### config.mk
export PLATFORM = sky130hd
export DESIGN_NAME = mlc_divider
export DESIGN_NICKNAME = d
export VERILOG_FILES = /design/src/hdl/mlc_pkg.sv /design/src/hdl/mlc_divider.sv
export SDC_FILE = /design/constraint.sdc
export NUM_CORES = 1
export LEC_CHECK = 0
export BUFFER_PORTS_ARGS = -buffer_cell sky130_fd_sc_hd__buf_2
export CAP_MARGIN = 20
export CORE_ASPECT_RATIO = 2
export CORE_MARGIN = 8
export CORE_UTILIZATION = 54
export CTS_CLUSTER_DIAMETER = 200
export DETAILED_ROUTE_END_ITERATION = 8
export PLACE_DENSITY = 0.8
export REMOVE_ABC_BUFFERS = 1
export SYNTH_ARGS = -nofsm -noshare
export SYNTH_HDL_FRONTEND = slang
export SYNTH_SLANG_ARGS = --single-unit
export TNS_END_PERCENT = 50
### constraint.sdc
create_clock -name clk_i -period 3.95 [get_ports clk_i]
set_clock_uncertainty 0.1 [all_clocks]
set_input_delay 0.79 -clock clk_i [delete_from_list [all_inputs] [get_ports clk_i]]
set_output_delay 0.79 -clock clk_i [all_outputs]
set_load 0.05 [all_outputs]
### src/hdl/mlc_pkg.sv
// Shared types, constants and tables for the mouse-look camera orientation unit.
package mlc_pkg;

  localparam int ANGLE_FRAC_BITS_DEF = 8;
  localparam int CORDIC_ITER_DEF     = 16;

  // CORDIC angle grid is 1/2^20 degree; vectors are Q30.
  localparam int CW_FRAC  = 20;
  localparam int VEC_W    = 34;
  localparam int PROD_W   = 2 * VEC_W;
  localparam int ZW       = 30;
  localparam int ATAN_W   = 26;
  localparam int NUM_W    = 48;
  localparam int DEN_W    = 32;
  localparam int SQ_W     = 64;
  localparam int ROOT_W   = 32;
  localparam int UNIT_Q14 = 16384;

  localparam logic signed [VEC_W-1:0] CORDIC_GAIN = VEC_W'(652032875);

  typedef enum logic [2:0] {
    CFG_SENSITIVITY = 3'd0,
    CFG_SPEED       = 3'd1,
    CFG_UP_X        = 3'd2,
    CFG_UP_Y        = 3'd3,
    CFG_UP_Z        = 3'd4
  } cfg_idx_e;

  typedef enum logic [4:0] {
    ST_IDLE,
    ST_CUR_DX,
    ST_CUR_DY,
    ST_CUR_PITCH,
    ST_CUR_MOD,
    ST_MV_VEL,
    ST_MV_LOAD,
    ST_MV_KEY,
    ST_MV_MUL,
    ST_MV_ADD,
    ST_ANG,
    ST_CYAW,
    ST_CPIT,
    ST_DX,
    ST_DZ,
    ST_DV,
    ST_NSQ,
    ST_NACC,
    ST_NSQRT,
    ST_NDIV,
    ST_NDWAIT,
    ST_XMUL,
    ST_XACC,
    ST_DONE
  } st_e;

  typedef enum logic [1:0] {
    VS_DIR,
    VS_RGT,
    VS_TOP
  } vsel_e;

  typedef struct packed {
    logic               operation;
    logic signed [15:0] cursor_x;
    logic signed [15:0] cursor_y;
    logic               key_forward;
    logic               key_back;
    logic               key_left;
    logic               key_right;
    logic [15:0]        delta_time;
  } in_t;

  typedef struct packed {
    logic signed [31:0] position_x;
    logic signed [31:0] position_y;
    logic signed [31:0] position_z;
    logic signed [15:0] direction_x;
    logic signed [15:0] direction_y;
    logic signed [15:0] direction_z;
    logic signed [15:0] right_x;
    logic signed [15:0] right_y;
    logic signed [15:0] right_z;
    logic signed [15:0] camera_up_x;
    logic signed [15:0] camera_up_y;
    logic signed [15:0] camera_up_z;
  } out_t;

  // atan(2^-i) in 1/2^20 degree.
  function automatic logic [ATAN_W-1:0] atan_deg(input logic [4:0] idx);
    logic [ATAN_W-1:0] r;
    case (idx)
      5'd0:    r = 26'd47185920;
      5'd1:    r = 26'd27855475;
      5'd2:    r = 26'd14718068;
      5'd3:    r = 26'd7471121;
      5'd4:    r = 26'd3750058;
      5'd5:    r = 26'd1876857;
      5'd6:    r = 26'd938658;
      5'd7:    r = 26'd469357;
      5'd8:    r = 26'd234682;
      5'd9:    r = 26'd117342;
      5'd10:   r = 26'd58671;
      5'd11:   r = 26'd29335;
      5'd12:   r = 26'd14668;
      5'd13:   r = 26'd7334;
      5'd14:   r = 26'd3667;
      5'd15:   r = 26'd1833;
      5'd16:   r = 26'd917;
      5'd17:   r = 26'd458;
      5'd18:   r = 26'd229;
      5'd19:   r = 26'd115;
      5'd20:   r = 26'd57;
      5'd21:   r = 26'd29;
      5'd22:   r = 26'd14;
      5'd23:   r = 26'd7;
      default: r = '0;
    endcase
    return r;
  endfunction

endpackage

### src/hdl/mlc_divider.sv
// Restoring unsigned divider, one quotient bit per cycle.
module mlc_divider import mlc_pkg::*; (
  input  logic             clk_i,
  input  logic             rst_ni,
  input  logic             start_i,
  input  logic [NUM_W-1:0] num_i,
  input  logic [DEN_W-1:0] den_i,
  output logic             done_o,
  output logic [NUM_W-1:0] quot_o,
  output logic [DEN_W-1:0] rem_o
);

  localparam int CNT_W = $clog2(NUM_W);

  logic             busy_q, done_q;
  logic [CNT_W-1:0] cnt_q;
  logic [NUM_W-1:0] num_q;
  logic [DEN_W-1:0] den_q, rem_q;
  logic [DEN_W:0]   trial;
  logic             fits;

  assign trial = {rem_q, num_q[NUM_W-1]};
  assign fits  = (trial >= {1'b0, den_q});

  always_ff @(posedge clk_i or negedge rst_ni) begin
    if (!rst_ni) begin
      busy_q <= 1'b0;
      done_q <= 1'b0;
      cnt_q  <= '0;
    end else begin
      done_q <= 1'b0;
      if (start_i) begin
        busy_q <= 1'b1;
        cnt_q  <= '0;
      end else if (busy_q) begin
        if (cnt_q == CNT_W'(NUM_W - 1)) begin
          busy_q <= 1'b0;
          done_q <= 1'b1;
        end
        cnt_q <= cnt_q + 1'b1;
      end
    end
  end

  always_ff @(posedge clk_i) begin
    if (start_i) begin
      num_q <= num_i;
      den_q <= den_i;
      rem_q <= '0;
    end else if (busy_q) begin
      // Quotient bits shift in behind the dividend bits as they leave.
      if (fits) begin
        rem_q <= DEN_W'(trial - {1'b0, den_q});
      end else begin
        rem_q <= trial[DEN_W-1:0];
      end
      num_q <= {num_q[NUM_W-2:0], fits};
    end
  end

  assign done_o = done_q;
  assign quot_o = num_q;
  assign rem_o  = rem_q;

endmodule

==> metrics.cfg <==
[logic_synthesis]
syn_avg_cell_area_um2 = 10.5
synth_mux_area_share_pct = 8.18
async_flop_share_pct = 6.67
synth_simple_gate_area_share_pct = 12.5
netlist_area_mm2 = 0.00673
ys.flop_type = edfxtp_1
synth_seq_cells = 120
synthXorXnorAreaFrac_pct = 3.51
synth_edf_count = 80
yosysUniqueCellTypes = 66
yosysWarningCount = 0
synth_fa_ha_area_share_pct = 6.43
syn_inst = 638
synth_top_family_by_area = compound AO/OA/AOI/OAI gates
ys_seq_area_share_pct = 48.2
synth_compound_area_share_pct = 16.4

[setup_path]
startpoint_type = flip-flop
reg2reg_from = den_q[1]
critPathMaxStageDelay_ns = 0.45
arrival_ns = 3.40
crit_chain = inv_1, ha_1, nor2b_1, o211ai_1, a211oi_1, o22a_1, a2111o_1, nand2_1, buf_4, nand2_1, a311oi_1
critPathKind = flip-flop to flip-flop
cp_top_family = compound AO/OA/AOI/OAI gates
crit_start = den_q[1]
crit_path_max_fanout = 17
crit_required_ns = 4.17
slowest_stage = a2111o_1
r2r_setup_slack_ns = 0.77
critPathCaptureType = flip-flop
r2r_cells = 11
reg2reg_to = rem_o[15]
crit_buf_inv = 2
worst_path_most_repeated_cell = nand2_1

[clock_network]
clk_path_buf_depth = 2
cts_max_level = 4
postCtsSetupRepairBufs = 0
cts_hold_buf = 0
worstSkewPairLatency_ns = 0.42
cts_tree = done
cts_resized = 0
clk_pin_slew_worst_paths_ns = 0.06
cts_sinks = 120
cts_root_buf = clkbuf_16
cts_made_buffers = 17

[min_path]
hold_path.class = input pin to asynchronous set/reset pin

[power_and_ir_drop]
p_seq_share_pct = 42.0
switching_share_pct = 29.2
leakage_nw = 3.73
ir_drop_mv = 0.465
powerDensity_mw_per_mm2 = 428
internal-power_mw = 2.49
clkPwrFrac_pct = 42.4
p_sw_mw = 1.03
p_comb_share_pct = 15.6

[die]
fp.dieArea_mm2 = 0.0165
die_w_um = 94.9
fp-row-count = 57
core_mm2 = 0.0121
die_h_um = 174
start_util_pct = 55.5
io_pins = 164

[detailed_routing]
drtIter0Drc = 281
totalWireLength_um = 18500
postRouteAntennaNets = 0
viasPerCell = 5.97
drc = 0
wire_per_inst_um = 19.4
drtPass1Iterations = 7
vias = 5709

[job]
drv_cap = 0

[placed_design]
post-dp-hpwl_um = 14100
place_inst = 925
gp_congestion = 0.956
io_buffers = 163

[final_layout]
final_cells = 957
nets = 914
areaGrowthSynthToFinish_pct = 22.1
final_cell_mix = buf_2, edfxtp_1, nand2_1, mux2_2, nor2_1
layout-drive-gt1-share_pct = 32.2
final_common_cell = buf_2
diodes = 0

[timing]
drv_slew = 0
finalCritPeriodShare_pct = 80.6
worstMarginPinSlew_ns = 0.712
fin_crit_ns = 3.18
slew_headroom_pct = 52.5
setup_tns_ns = 0
whs_ns = 0.102
finalHoldViolations = 0
rsz0062_at_grt = false
setup_viol = 0
fmax_mhz = 314

[global_routing]
grt_max_degree = 62
antenna_found_initial = 0
grt_pass1_wl_um = 29200
grt_overflow_total = 0
grt_pass1_vias = 6122
grtUsageTotal_pct = 22.7

[status]
status = completed

## through the flow
stage / area [um2] / worst slack (ns) / util, % / total power [mW]
2_1_floorplan: 6570 / 0.638 / - / 1.87
3_3_place_gp: 7650 / 0.930 / 63.1 / 2.03
3_5_place_dp: 7650 / 0.807 / 63.1 / 2.05
4_1_cts: 8220 / 0.777 / 67.8 / 3.54
5_1_grt: 8220 / 0.593 / 67.8 / 3.63
6_report: 8220 / 0.767 / 67.8 / 3.52
## layer usage
| layer | routed length (um) | GRT usage, % |
|---|---|---|
| met1 | 6490 | 21.1 |
| met2 | 9810 | 40.8 |
| met3 | 1440 | 8.29 |
| met4 | 807 | 12.4 |
| met5 | 0 | 0 |
## how the worst max path moves through the flow
stage           endpoint  cells after the start  slack (ns)
2_1_floorplan  rem_o[31]                      8        0.64
3_3_place_gp   rem_o[18]                     12        0.93
3_5_place_dp   rem_o[15]                     11        0.81
4_1_cts        rem_o[15]                     11        0.78
5_1_grt         rem_o[7]                     11        0.59
6_report       rem_o[15]                     11        0.77
## cells in the mapped netlist (all sizes together) (3+ instances only)
cell type / n / area (um2)
or3: 5 / 31.3
nand2b: 8 / 50.1
a32oi: 7 / 61.3
edfxtp: 80 / 2400
a31oi: 4 / 25.0
a41oi: 3 / 26.3
nor3: 10 / 50.1
buf: 12 / 76.3
o21bai: 5 / 41.3
a21o: 15 / 113
o211ai: 5 / 37.5
xnor2: 17 / 149
nand3: 16 / 80.1
clkbuf: 21 / 81.3
nand2: 57 / 214
xor2: 10 / 87.6
and3: 5 / 31.3
nor2: 46 / 173
mux2: 48 / 541
a311oi: 18 / 158
inv: 44 / 165
ha: 33 / 413
o21ai: 23 / 115
dfrtp: 8 / 200
a21oi: 38 / 190
nor3b: 3 / 22.5
a211oi: 5 / 37.5
nor2b: 4 / 25.0
nand4: 14 / 87.6
dfxtp: 32 / 641
o21a: 7 / 52.6
## cells by family (layout without fill, tap and decap cells)
family                   Yosys count  count (layout)
AO/OA/AOI/OAI                    153             153
XOR/XNOR                          27              27
adder cells (fa/ha/maj)           34              34
buffers and inverters             77             249
flip-flops                       120             120
multiplexers                      49              49
AND/OR/NAND/NOR                  178             178
## power by group through the flow
stage               Combinational, mW  Sequential (mW)  Clock, mW
floorplan                       0.188             1.68          0
global placement                0.532             1.50          0
detailed placement              0.545             1.50          0
CTS                             0.548             1.48       1.51
global route                    0.582             1.49       1.57
finish                          0.547             1.48       1.49
## flip-flops by register name, summed over array words and instances (netlist names)
name,count
cnt_q,6
done_o,1
quot_o,48
den_q,32
rem_o,32
busy_q,1
## final cells by class
type / instances / area [um2]
clock buffer: 17 / 425
clock inverter: 15 / 143
fill: 970 / 3910
inverter: 44 / 165
multi-input combinational: 441 / 3160
sequential: 120 / 3240
tap: 147 / 184
timing repair buffer: 173 / 893
(Power assumes the default switching activity.)
