==> src/hdl/mlc_pkg.sv <==
// Shared types, constants and tables for the mouse-look camera orientation unit.
package mlc_pkg;

  localparam int ANGLE_FRAC_BITS_DEF = 8;
  localparam int CORDIC_ITER_DEF     = 16;

  // CORDIC angle grid is 1/2^20 degree; vectors are Q30.
  localparam int CW_FRAC  = 20;
  localparam int VEC_W    = 34;
  localparam int PROD_W   = 2 * VEC_W;
  localparam int ZW       = 30;
  localparam int ATAN_W   = 26;
  localparam int NUM_W    = 48;
  localparam int DEN_W    = 32;
  localparam int SQ_W     = 64;
  localparam int ROOT_W   = 32;
  localparam int UNIT_Q14 = 16384;

  localparam logic signed [VEC_W-1:0] CORDIC_GAIN = VEC_W'(652032875);

  typedef enum logic [2:0] {
    CFG_SENSITIVITY = 3'd0,
    CFG_SPEED       = 3'd1,
    CFG_UP_X        = 3'd2,
    CFG_UP_Y        = 3'd3,
    CFG_UP_Z        = 3'd4
  } cfg_idx_e;

  typedef enum logic [4:0] {
    ST_IDLE,
    ST_CUR_DX,
    ST_CUR_DY,
    ST_CUR_PITCH,
    ST_CUR_MOD,
    ST_MV_VEL,
    ST_MV_LOAD,
    ST_MV_KEY,
    ST_MV_MUL,
    ST_MV_ADD,
    ST_ANG,
    ST_CYAW,
    ST_CPIT,
    ST_DX,
    ST_DZ,
    ST_DV,
    ST_NSQ,
    ST_NACC,
    ST_NSQRT,
    ST_NDIV,
    ST_NDWAIT,
    ST_XMUL,
    ST_XACC,
    ST_DONE
  } st_e;

  typedef enum logic [1:0] {
    VS_DIR,
    VS_RGT,
    VS_TOP
  } vsel_e;

  typedef struct packed {
    logic               operation;
    logic signed [15:0] cursor_x;
    logic signed [15:0] cursor_y;
    logic               key_forward;
    logic               key_back;
    logic               key_left;
    logic               key_right;
    logic [15:0]        delta_time;
  } in_t;

  typedef struct packed {
    logic signed [31:0] position_x;
    logic signed [31:0] position_y;
    logic signed [31:0] position_z;
    logic signed [15:0] direction_x;
    logic signed [15:0] direction_y;
    logic signed [15:0] direction_z;
    logic signed [15:0] right_x;
    logic signed [15:0] right_y;
    logic signed [15:0] right_z;
    logic signed [15:0] camera_up_x;
    logic signed [15:0] camera_up_y;
    logic signed [15:0] camera_up_z;
  } out_t;

  // atan(2^-i) in 1/2^20 degree.
  function automatic logic [ATAN_W-1:0] atan_deg(input logic [4:0] idx);
    logic [ATAN_W-1:0] r;
    case (idx)
      5'd0:    r = 26'd47185920;
      5'd1:    r = 26'd27855475;
      5'd2:    r = 26'd14718068;
      5'd3:    r = 26'd7471121;
      5'd4:    r = 26'd3750058;
      5'd5:    r = 26'd1876857;
      5'd6:    r = 26'd938658;
      5'd7:    r = 26'd469357;
      5'd8:    r = 26'd234682;
      5'd9:    r = 26'd117342;
      5'd10:   r = 26'd58671;
      5'd11:   r = 26'd29335;
      5'd12:   r = 26'd14668;
      5'd13:   r = 26'd7334;
      5'd14:   r = 26'd3667;
      5'd15:   r = 26'd1833;
      5'd16:   r = 26'd917;
      5'd17:   r = 26'd458;
      5'd18:   r = 26'd229;
      5'd19:   r = 26'd115;
      5'd20:   r = 26'd57;
      5'd21:   r = 26'd29;
      5'd22:   r = 26'd14;
      5'd23:   r = 26'd7;
      default: r = '0;
    endcase
    return r;
  endfunction

endpackage

==> src/hdl/mlc_cordic.sv <==
// Iterative rotation-mode CORDIC, one micro-rotation per cycle.
module mlc_cordic import mlc_pkg::*; #(
  parameter int CORDIC_ITERATIONS = CORDIC_ITER_DEF
) (
  input  logic                    clk_i,
  input  logic                    rst_ni,
  input  logic                    start_i,
  input  logic signed [ZW-1:0]    z_i,
  output logic                    done_o,
  output logic signed [VEC_W-1:0] cos_o,
  output logic signed [VEC_W-1:0] sin_o
);

  localparam int CNT_W = $clog2(CORDIC_ITERATIONS);

  logic                    busy_q, done_q;
  logic [CNT_W-1:0]        cnt_q;
  logic signed [VEC_W-1:0] x_q, y_q;
  logic signed [ZW-1:0]    z_q;
  logic signed [ZW-1:0]    atan_s;

  assign atan_s = ZW'(atan_deg(5'(cnt_q)));

  always_ff @(posedge clk_i or negedge rst_ni) begin
    if (!rst_ni) begin
      busy_q <= 1'b0;
      done_q <= 1'b0;
      cnt_q  <= '0;
    end else begin
      done_q <= 1'b0;
      if (start_i) begin
        busy_q <= 1'b1;
        cnt_q  <= '0;
      end else if (busy_q) begin
        if (cnt_q == CNT_W'(CORDIC_ITERATIONS - 1)) begin
          busy_q <= 1'b0;
          done_q <= 1'b1;
        end
        cnt_q <= cnt_q + 1'b1;
      end
    end
  end

  always_ff @(posedge clk_i) begin
    if (start_i) begin
      x_q <= CORDIC_GAIN;
      y_q <= '0;
      z_q <= z_i;
    end else if (busy_q) begin
      if (!z_q[ZW-1]) begin
        x_q <= x_q - (y_q >>> cnt_q);
        y_q <= y_q + (x_q >>> cnt_q);
        z_q <= z_q - atan_s;
      end else begin
        x_q <= x_q + (y_q >>> cnt_q);
        y_q <= y_q - (x_q >>> cnt_q);
        z_q <= z_q + atan_s;
      end
    end
  end

  assign done_o = done_q;
  assign cos_o  = x_q;
  assign sin_o  = y_q;

endmodule

==> config.mk <==
export PLATFORM = sky130hd
export DESIGN_NAME = mlc_cordic
export DESIGN_NICKNAME = d
export VERILOG_FILES = /design/src/hdl/mlc_pkg.sv /design/src/hdl/mlc_cordic.sv
export SDC_FILE = /design/constraint.sdc
export NUM_CORES = 1
export LEC_CHECK = 0
export ABC_AREA = 1
export BUFFER_PORTS_ARGS = -buffer_cell sky130_fd_sc_hd__buf_2
export CORE_MARGIN = 5
export CORE_UTILIZATION = 34
export DETAILED_ROUTE_END_ITERATION = 6
export PLACE_DENSITY = 0.55
export SETUP_SLACK_MARGIN = 0.4
export SLEW_MARGIN = 20
export SYNTH_ARGS = -nofsm -noshare
export SYNTH_HDL_FRONTEND = slang
export SYNTH_SLANG_ARGS = --single-unit
export TNS_END_PERCENT = 10
==> constraint.sdc <==
create_clock -name clk_i -period 4.7 [get_ports clk_i]
set_clock_uncertainty 0.05 [all_clocks]
set_input_delay 1.41 -clock clk_i [delete_from_list [all_inputs] [get_ports clk_i]]
set_output_delay 1.41 -clock clk_i [all_outputs]
set_load 0.01 [all_outputs]
==> results of run 1 <==
-- sequential cells by signal (all words and copies together) (netlist names) --
name,cells
z_q,30
sin_o,34
busy_q,1
done_o,1
cos_o,34
cnt_q,4
-- critical path, delay by kind of cell (launching register included) --
family	cells	cell delay [ns]
DFF	1	0.58
xor gates and xnor gates	2	0.41
buffers and inverters	3	0.33
AOI/OAI and AO/OA	4	0.83
adders and majority gates	3	0.77
and+or+nand+nor	10	1.34
-- logic make-up (layout without fill, tap and decap cells) --
group / Yosys count / in the layout / share of synthesized area [%]
DFF: 104 / 104 / 15.90
AOI/OAI and AO/OA: 436 / 436 / 16.59
buffers and inverters: 390 / 559 / 10.84
and+or+nand+nor: 1429 / 1429 / 41.09
xor gates and xnor gates: 113 / 113 / 6.523
adders and majority gates: 108 / 108 / 9.055
-- repair_timing --
item / in CTS / in global routing
cloned: 3 / 0
buffers inserted: 11 / 1
hold endpoints to repair: 0 / 0
pin swaps: 15 / 29
setup endpoints to repair: 47 / 64
resized for setup: 30 / 90
-- area by class of cell --
class,count,area [sq um]
Fill cell,4883,26210
Tap cell,592,740.7
Clock inverter,2,16.27
Clock buffer,14,306.5
Multi-Input combinational cell,2086,11640
Timing Repair Buffer,249,1760
Timing Repair inverter,2,17.52
Sequential cell,104,2421
Inverter,292,1114
-- final timing paths --
path | from | depth (start not counted) | end | slack [ns]
max in group asynchronous | rst_ni | 1 | cnt_q[0] | 3.63
worst min register to register | cos_o[0] | 2 | cos_o[0] | 0.44
worst max-delay path | cnt_q[0] | 22 | z_q[25] | 0.11
worst min-delay path | cos_o[0] | 2 | cos_o[0] | 0.44
worst max register to register | cnt_q[0] | 22 | z_q[25] | 0.11
min in group asynchronous | rst_ni | 1 | cnt_q[2] | 0.78
-- metal layers --
metal / vias up / wire length, um / global-route usage, % / share of wire [%]
li1: 8891 / - / - / -
met1: 8033 / 26060 / 30.13 / 44
met2: 496 / 28050 / 39.88 / 47
met3: 84 / 3314 / 3.485 / 5.6
met4: 0 / 1638 / 7.463 / 2.8
met5: - / 0 / 0 / 0
-- cells in the final DEF (no fill, tap or decap), drive strengths merged, types with 27 or more instances in the layout --
cell    instances
a21oi         171
a31oi          27
buf           249
dfxtp          68
edfxtp         30
ha            105
inv           292
nand2         736
nand3         351
nor2          250
o21ai         142
or2            31
xnor2          31
xor2           82
-- cell usage after synthesis, drive strengths merged (2+ instances only) --
| cell type | instances |
|---|---|
| or2 | 31 |
| nor3 | 22 |
| a31oi | 27 |
| nand3 | 351 |
| nor2 | 250 |
| a21oi | 171 |
| xnor2 | 31 |
| o22ai | 5 |
| clkinv | 3 |
| o21bai | 12 |
| a31o | 2 |
| fa | 3 |
| dfxtp | 68 |
| nand3b | 4 |
| ha | 105 |
| and2 | 3 |
| a221oi | 7 |
| o211ai | 13 |
| nand2 | 736 |
| inv | 289 |
| o31ai | 3 |
| a21boi | 8 |
| edfxtp | 30 |
| o221a | 2 |
| o21ai | 142 |
| o32ai | 2 |
| o221ai | 11 |
| o21a | 12 |
| dfrtp | 6 |
| nor4 | 7 |
| a211oi | 2 |
| xor2 | 82 |
| clkbuf | 37 |
| buf | 61 |
| a21o | 12 |
| nand4 | 23 |
-- metrics by stage --
step,instance area [sq um],TNS [ns]
after global routing,18010,-3.782
final,18010,0
after floorplan,15250,0
after CTS,17630,0
after global placement,17050,0
after detailed placement,17050,-0.03719
-- power breakdown --
| part | total, mW | switching, mW | internal [mW] |
|---|---|---|---|
| sequential | 1.91 | 0.510 | 1.40 |
| combinational | 13.9 | 8.36 | 5.55 |
| clock | 0.875 | 0.420 | 0.455 |
| total | 16.7 | 9.29 | 7.41 |
==> impl_metrics.sql, run 1 <==
INSERT INTO impl_metrics (metric_group, metric, value, unit) VALUES
('status', 'status', 'finished, final reports clean', ''),
('detailed_routing', 'totalWireLength', '59060', 'um'),
('critical_path', 'crit_path_max_fanout', '10', ''),
('yosys', 'syn-mean-instance-area', '5.881', 'sq um'),
('critical_path', 'worstSetupPathType', 'flop to flop', ''),
('cells_and_area', 'syn2layout_area_growth', '18.74', '%'),
('detailed_routing', 'drt_iter0_drc', '1448', ''),
('power', 'cellLeakagePower', '9.176', 'nW'),
('die', 'die_h', '221.2', 'um'),
('timing', 'finalWorstSetupSlack', '0.1135', 'ns'),
('grt', 'grt_use_total', '23.27', '%'),
('yosys', 'ys_ff_latch', '104', ''),
('cells_and_area', 'final_cell_count_no_fill', '3341', ''),
('detailed_routing', 'num_vias', '17504', ''),
('yosys', 'post_synth_num_cell_types', '62', ''),
('power', 'design_power_total', '16.69', 'mW'),
('timing', 'setup_viol', '0', ''),
('placement', 'dp_cells', '3310', ''),
('timing', 'fmax', '0.2180', 'GHz'),
('timing', 'whs', '0.4413', 'ns'),
('critical_path', 'timing.critical_path.cells', 'buf_6, ha_1, inv_1, nor2_1, nor3_2, ha_2, nand3_2, nor3_2, nand3_1, or3_4, nand2_4, xor2_1, ha_1, a21oi_1, inv_1, a21oi_1, o21ai_0, a221oi_1, nand2_1, xor2_1, nand2_1, nand2_1', ''),
('die', 'die_area', '48950', 'sq um'),
('cells_and_area', 'final_layout_size_suffix_gt1_share', '17.32', '%'),
('placement', 'buffer_ports.inserted', '101', ''),
('detailed_routing', 'mean_number_of_vias_per_cell', '5.239', ''),
('flow_run', 'drv_cap', '0', ''),
('power', 'vdd_ir_drop_max', '0.0004423', 'V'),
('yosys', 'synth_area_leader_cell', 'sky130_fd_sc_hd__nand2_1', ''),
('detailed_routing', 'first_pass_iters', '5', ''),
('timing', 'final.min_clock_period', '4.586', 'ns'),
('grt', 'grt_pass1_vias', '16727', ''),
('die', 'io_pins', '102', ''),
('cells_and_area', 'insertedDiodeCount', '0', ''),
('cts', 'clk_slew_on_worst_s_h_paths', '0.09', 'ns'),
('cts', 'ctsRootBufferMaster', 'sky130_fd_sc_hd__clkbuf_16', ''),
('critical_path', 'critical-path-max-stage-delay', '0.58', 'ns'),
('cts', 'numCtsBuffers', '9', ''),
('placement', 'post-dp-hpwl', '47190', 'um'),
('timing', 'timing_hold_violations_final', '0', ''),
('grt', 'global_route_wire_length_before_repair', '91810', 'um'),
('cts', 'cts_tree', 'done', ''),
('cts', 'clk_latency', '0.41', 'ns'),
('critical_path', 'critical_path.startpoint_type', 'flop', ''),
('cts', 'clockBufferDepth', '2', ''),
('cells_and_area', 'utilization', '40.74', '%'),
('yosys', 'syn-num-nets', '2721', ''),
('grt', 'largest_net_degree_at_the_start_of_global_routing', '81', ''),
('die', 'floorplan.initialDensity', '34.31', '%'),
('detailed_routing', 'post-route-drc-count', '0', ''),
('grt', 'total_congestion_overflow', '0', ''),
('timing', 'worst_pin_slew', '0.9658', 'ns'),
('placement', 'gp_routability_congestion', '0.9330', ''),
('cts', 'post_cts_hold_buffer_count', '0', ''),
('yosys', 'async_flop_share', '5.769', '%'),
('grt', 'grt_antenna_before_repair', '0', ''),
('yosys', 'synth_edf_count', '30', ''),
('placement', 'pre_cts_ws', '-0.03719', 'ns'),
('worst_hold_path', 'hp-class', 'flop to flop', ''),
('cts', 'htree_num_levels', '3', ''),
('timing', 'period_share', '97.58', '%'),
('yosys', 'netlist_area', '15170', 'sq um'),
('die', 'core_area', '44220', 'sq um'),
('timing', 'final_max_slew_viol_count', '0', ''),
('detailed_routing', 'postRouteAntennaNets', '0', ''),
('die', 'die_w', '221.2', 'um'),
('yosys', 'synthCells', '2580', ''),
('timing', 'slew-limit-headroom', '35.52', '%'),
('cts', 'clkSinkCount', '104', ''),
('yosys', 'synthTopCellsByArea', 'sky130_fd_sc_hd__nand2_1 17%, sky130_fd_sc_hd__nand3_1 11%, sky130_fd_sc_hd__dfxtp_1 9.0%', ''),
('timing', 'grt_setup_unrepaired', 'yes', ''),
('critical_path', 'timing.critical_path.mode_cell', 'sky130_fd_sc_hd__nand2_1', ''),
('critical_path', 'cp_slowest_cell', 'sky130_fd_sc_hd__dfrtp_4', ''),
('detailed_routing', 'wl_per_cell', '17.68', 'um'),
('yosys', 'synth_seq_area_share', '15.90', '%'),
('cells_and_area', 'final_nets', '2885', ''),
('yosys', 'yosys_warnings', '0', ''),
('critical_path', 'crit_arrival', '4.69', 'ns'),
('yosys', 'synth_top_area_share', '17.44', '%'),
('critical_path', 'critical_path_required', '4.81', 'ns'),
('critical_path', 'crit_path_end_kind', 'flop', ''),
('yosys', 'synth_ff_type', 'sky130_fd_sc_hd__dfxtp_1', ''),
('power', 'powerDensity', '926.5', 'nW/um^2'),
('die', 'fp_rows', '77', '');
Note: power is estimated with default switching activity, not from simulation.
==> run 2: changes to the inputs <==
PLACE_DENSITY = not set   (was 0.55)
==> impl_metrics.sql, run 2 (synthesis results as in run 1) <==
INSERT INTO impl_metrics (metric_group, metric, value, unit) VALUES
('status', 'status', 'finished, final reports clean', ''),
('grt', 'total_congestion_overflow', '0', ''),
('critical_path', 'timing.reg2reg.worst_path_depth', '24', ''),
('placement', 'pre_cts_ws', '-0.03761', 'ns'),
('cells_and_area', 'leading_cell_type_in_the_layout_fill_and_taps_excluded', 'sky130_fd_sc_hd__nand2_1', ''),
('critical_path', 'crit_path_max_fanout', '7', ''),
('cells_and_area', 'final_cell_count_no_fill', '3384', ''),
('critical_path', 'regToRegEndpoint', 'z_q[21]', ''),
('critical_path', 'crit_path_end_kind', 'flop', ''),
('placement', 'post-dp-hpwl', '46850', 'um'),
('die', 'die_area', '48950', 'sq um'),
('timing', 'final_max_slew_viol_count', '0', ''),
('cts', 'cts_tree', 'done', ''),
('timing', 'final.min_clock_period', '4.453', 'ns'),
('critical_path', 'critical_path_required', '4.83', 'ns'),
('detailed_routing', 'post-route-drc-count', '0', ''),
('cts', 'ctsRootBufferMaster', 'sky130_fd_sc_hd__clkbuf_16', ''),
('detailed_routing', 'totalWireLength', '59840', 'um'),
('cts', 'clk_slew_on_worst_s_h_paths', '0.09', 'ns'),
('timing', 'slew-limit-headroom', '43.93', '%'),
('timing', 'setup_viol', '0', ''),
('timing', 'finalWorstSetupSlack', '0.2473', 'ns'),
('cts', 'clk_latency', '0.41', 'ns'),
('detailed_routing', 'drt_iter0_drc', '1401', ''),
('timing', 'period_share', '94.74', '%'),
('detailed_routing', 'mean_number_of_vias_per_cell', '5.327', ''),
('timing', 'worst_pin_slew', '0.8380', 'ns'),
('grt', 'largest_net_degree_at_the_start_of_global_routing', '49', ''),
('cells_and_area', 'syn2layout_area_growth', '24.72', '%'),
('critical_path', 'critical_path.startpoint_type', 'flop', ''),
('die', 'floorplan.initialDensity', '34.31', '%'),
('cells_and_area', 'layout.cells.most_common_list', '659 x sky130_fd_sc_hd__nand2_1, 315 x sky130_fd_sc_hd__nand3_1, 271 x sky130_fd_sc_hd__inv_1, 198 x sky130_fd_sc_hd__nor2_1, 175 x sky130_fd_sc_hd__buf_4', ''),
('flow_run', 'drv_cap', '0', ''),
('cts', 'clkSinkCount', '104', ''),
('timing', 'whs', '0.4479', 'ns'),
('die', 'die_w', '221.2', 'um'),
('grt', 'grt_pass1_vias', '16895', ''),
('grt', 'grt_antenna_before_repair', '1', ''),
('cells_and_area', 'insertedDiodeCount', '0', ''),
('die', 'fp_rows', '77', ''),
('critical_path', 'timing.reg2reg.setup_slack', '0.25', 'ns'),
('detailed_routing', 'num_vias', '18026', ''),
('cts', 'clockBufferDepth', '2', ''),
('timing', 'fmax', '0.2246', 'GHz'),
('timing', 'timing_hold_violations_final', '0', ''),
('cells_and_area', 'final_layout_size_suffix_gt1_share', '23.21', '%'),
('timing', 'grt_setup_unrepaired', 'yes', ''),
('critical_path', 'crit_arrival', '4.58', 'ns'),
('worst_hold_path', 'cell_count_of_the_worst_hold_path', '2', ''),
('die', 'core_area', '44220', 'sq um'),
('cells_and_area', 'nFillCells', '4808', ''),
('detailed_routing', 'first_pass_iters', '6', ''),
('critical_path', 'worstSetupPathType', 'flop to flop', ''),
('placement', 'gp_routability_congestion', '0.9514', ''),
('worst_hold_path', 'hp-class', 'flop to flop', ''),
('detailed_routing', 'postRouteAntennaNets', '0', ''),
('placement', 'dp_cells', '3311', ''),
('placement', 'buffer_ports.inserted', '101', ''),
('grt', 'grt_use_total', '23.18', '%'),
('worst_hold_path', 'min_to', 'cos_o[0]', ''),
('die', 'io_pins', '102', ''),
('critical_path', 'reg2reg_from', 'cnt_q[1]', ''),
('worst_hold_path', 'worst_hold_launch', 'cos_o[0]', ''),
('cts', 'htree_num_levels', '3', ''),
('cts', 'numCtsBuffers', '9', ''),
('cells_and_area', 'final_nets', '2928', ''),
('die', 'die_h', '221.2', 'um'),
('detailed_routing', 'wl_per_cell', '17.68', 'um'),
('grt', 'global_route_wire_length_before_repair', '92120', 'um');
## run 2: changes by cell type in the layout (fill, tap and decap cells not counted), moves of 13 or more
cell	previous run	this run
sky130_fd_sc_hd__buf_4	135	175
sky130_fd_sc_hd__nand3_1	329	315
sky130_fd_sc_hd__o21ai_0	110	94
sky130_fd_sc_hd__a21oi_2	14	35
sky130_fd_sc_hd__nand3_2	21	34
sky130_fd_sc_hd__nor2_1	220	198
sky130_fd_sc_hd__nor2_2	18	34
sky130_fd_sc_hd__a21oi_1	154	134
sky130_fd_sc_hd__nand2_2	49	76
sky130_fd_sc_hd__nand2_1	686	659
## run 2: cell type report
type | instances | area, sq um | share of cell area, %
well taps | 592 | 740.7 | 3.914
flip-flops and latches | 104 | 2419 | 12.78
repair buffers | 291 | 2121 | 11.21
inverters | 292 | 1122 | 5.931
clock buffers | 13 | 292.8 | 1.547
repair inverters | 3 | 26.28 | 0.1389
clock inverters | 3 | 43.79 | 0.2314
multi-input cells | 2086 | 12160 | 64.25
## run 2: worst max path at each step
stage / startpoint / end / slack, ns / depth (start not counted)
after global routing: cnt_q[0] / sin_o[30] / -0.07 / 33
after global placement: cnt_q[1] / cos_o[31] / -0.03 / 30
after CTS: cnt_q[0] / z_q[17] / 0.23 / 25
after detailed placement: cnt_q[1] / cos_o[31] / -0.04 / 30
final: cnt_q[1] / z_q[21] / 0.25 / 24
after floorplan: cnt_q[0] / z_q[21] / 0.38 / 27
## run 2: layer usage
metal	track usage, %	share of wire [%]	vias up
met5	0	0.020	-
met4	6.703	2.4	2
met3	4.108	6.1	88
met2	38.81	47	562
met1	30.67	45	8392
li1	-	-	8982
## run 2: timing repair
action,in CTS,in global routing
endpoints found under the setup margin,46,62
pin swaps,46,68
hold buffers,0,0
cloned,5,0
buffers inserted,34,18
resized for setup,87,196
## run 2: critical path, stage by stage, from the launching register on
cell and delay [ns]:
sky130_fd_sc_hd__dfrtp_2 0.54, sky130_fd_sc_hd__inv_8 0.09, sky130_fd_sc_hd__ha_4 0.28, sky130_fd_sc_hd__nor2_4 0.09
sky130_fd_sc_hd__nor2_2 0.05, sky130_fd_sc_hd__nor3_2 0.26, sky130_fd_sc_hd__ha_2 0.23, sky130_fd_sc_hd__nand3_2 0.11
sky130_fd_sc_hd__nor3_4 0.15, sky130_fd_sc_hd__nand3_2 0.10, sky130_fd_sc_hd__or3_4 0.37, sky130_fd_sc_hd__nand2_4 0.10
sky130_fd_sc_hd__xor2_1 0.15, sky130_fd_sc_hd__inv_1 0.09, sky130_fd_sc_hd__ha_4 0.23, sky130_fd_sc_hd__a21o_1 0.19
sky130_fd_sc_hd__a31oi_2 0.17, sky130_fd_sc_hd__o21ai_1 0.09, sky130_fd_sc_hd__a21oi_1 0.13, sky130_fd_sc_hd__inv_1 0.09
sky130_fd_sc_hd__a21oi_2 0.20, sky130_fd_sc_hd__o21bai_2 0.12, sky130_fd_sc_hd__or2_4 0.24, sky130_fd_sc_hd__nand3_2 0.05
sky130_fd_sc_hd__nand2_1 0.05
## run 2: through the flow
stage          instance area, sq um   TNS, ns  util, %
4_1_cts                       18120         0    40.97
3_5_place_dp                  17040  -0.03761    38.53
3_3_place_gp                  17040  -0.04845    38.53
5_1_grt                       18920   -0.2271    42.79
6_report                      18920         0    42.79
2_1_floorplan                 15250         0        -
Power of run 2 is left out: the tool's default activity adds up to more than one toggle a clock period on the data nets, which glitch-free logic cannot reach.
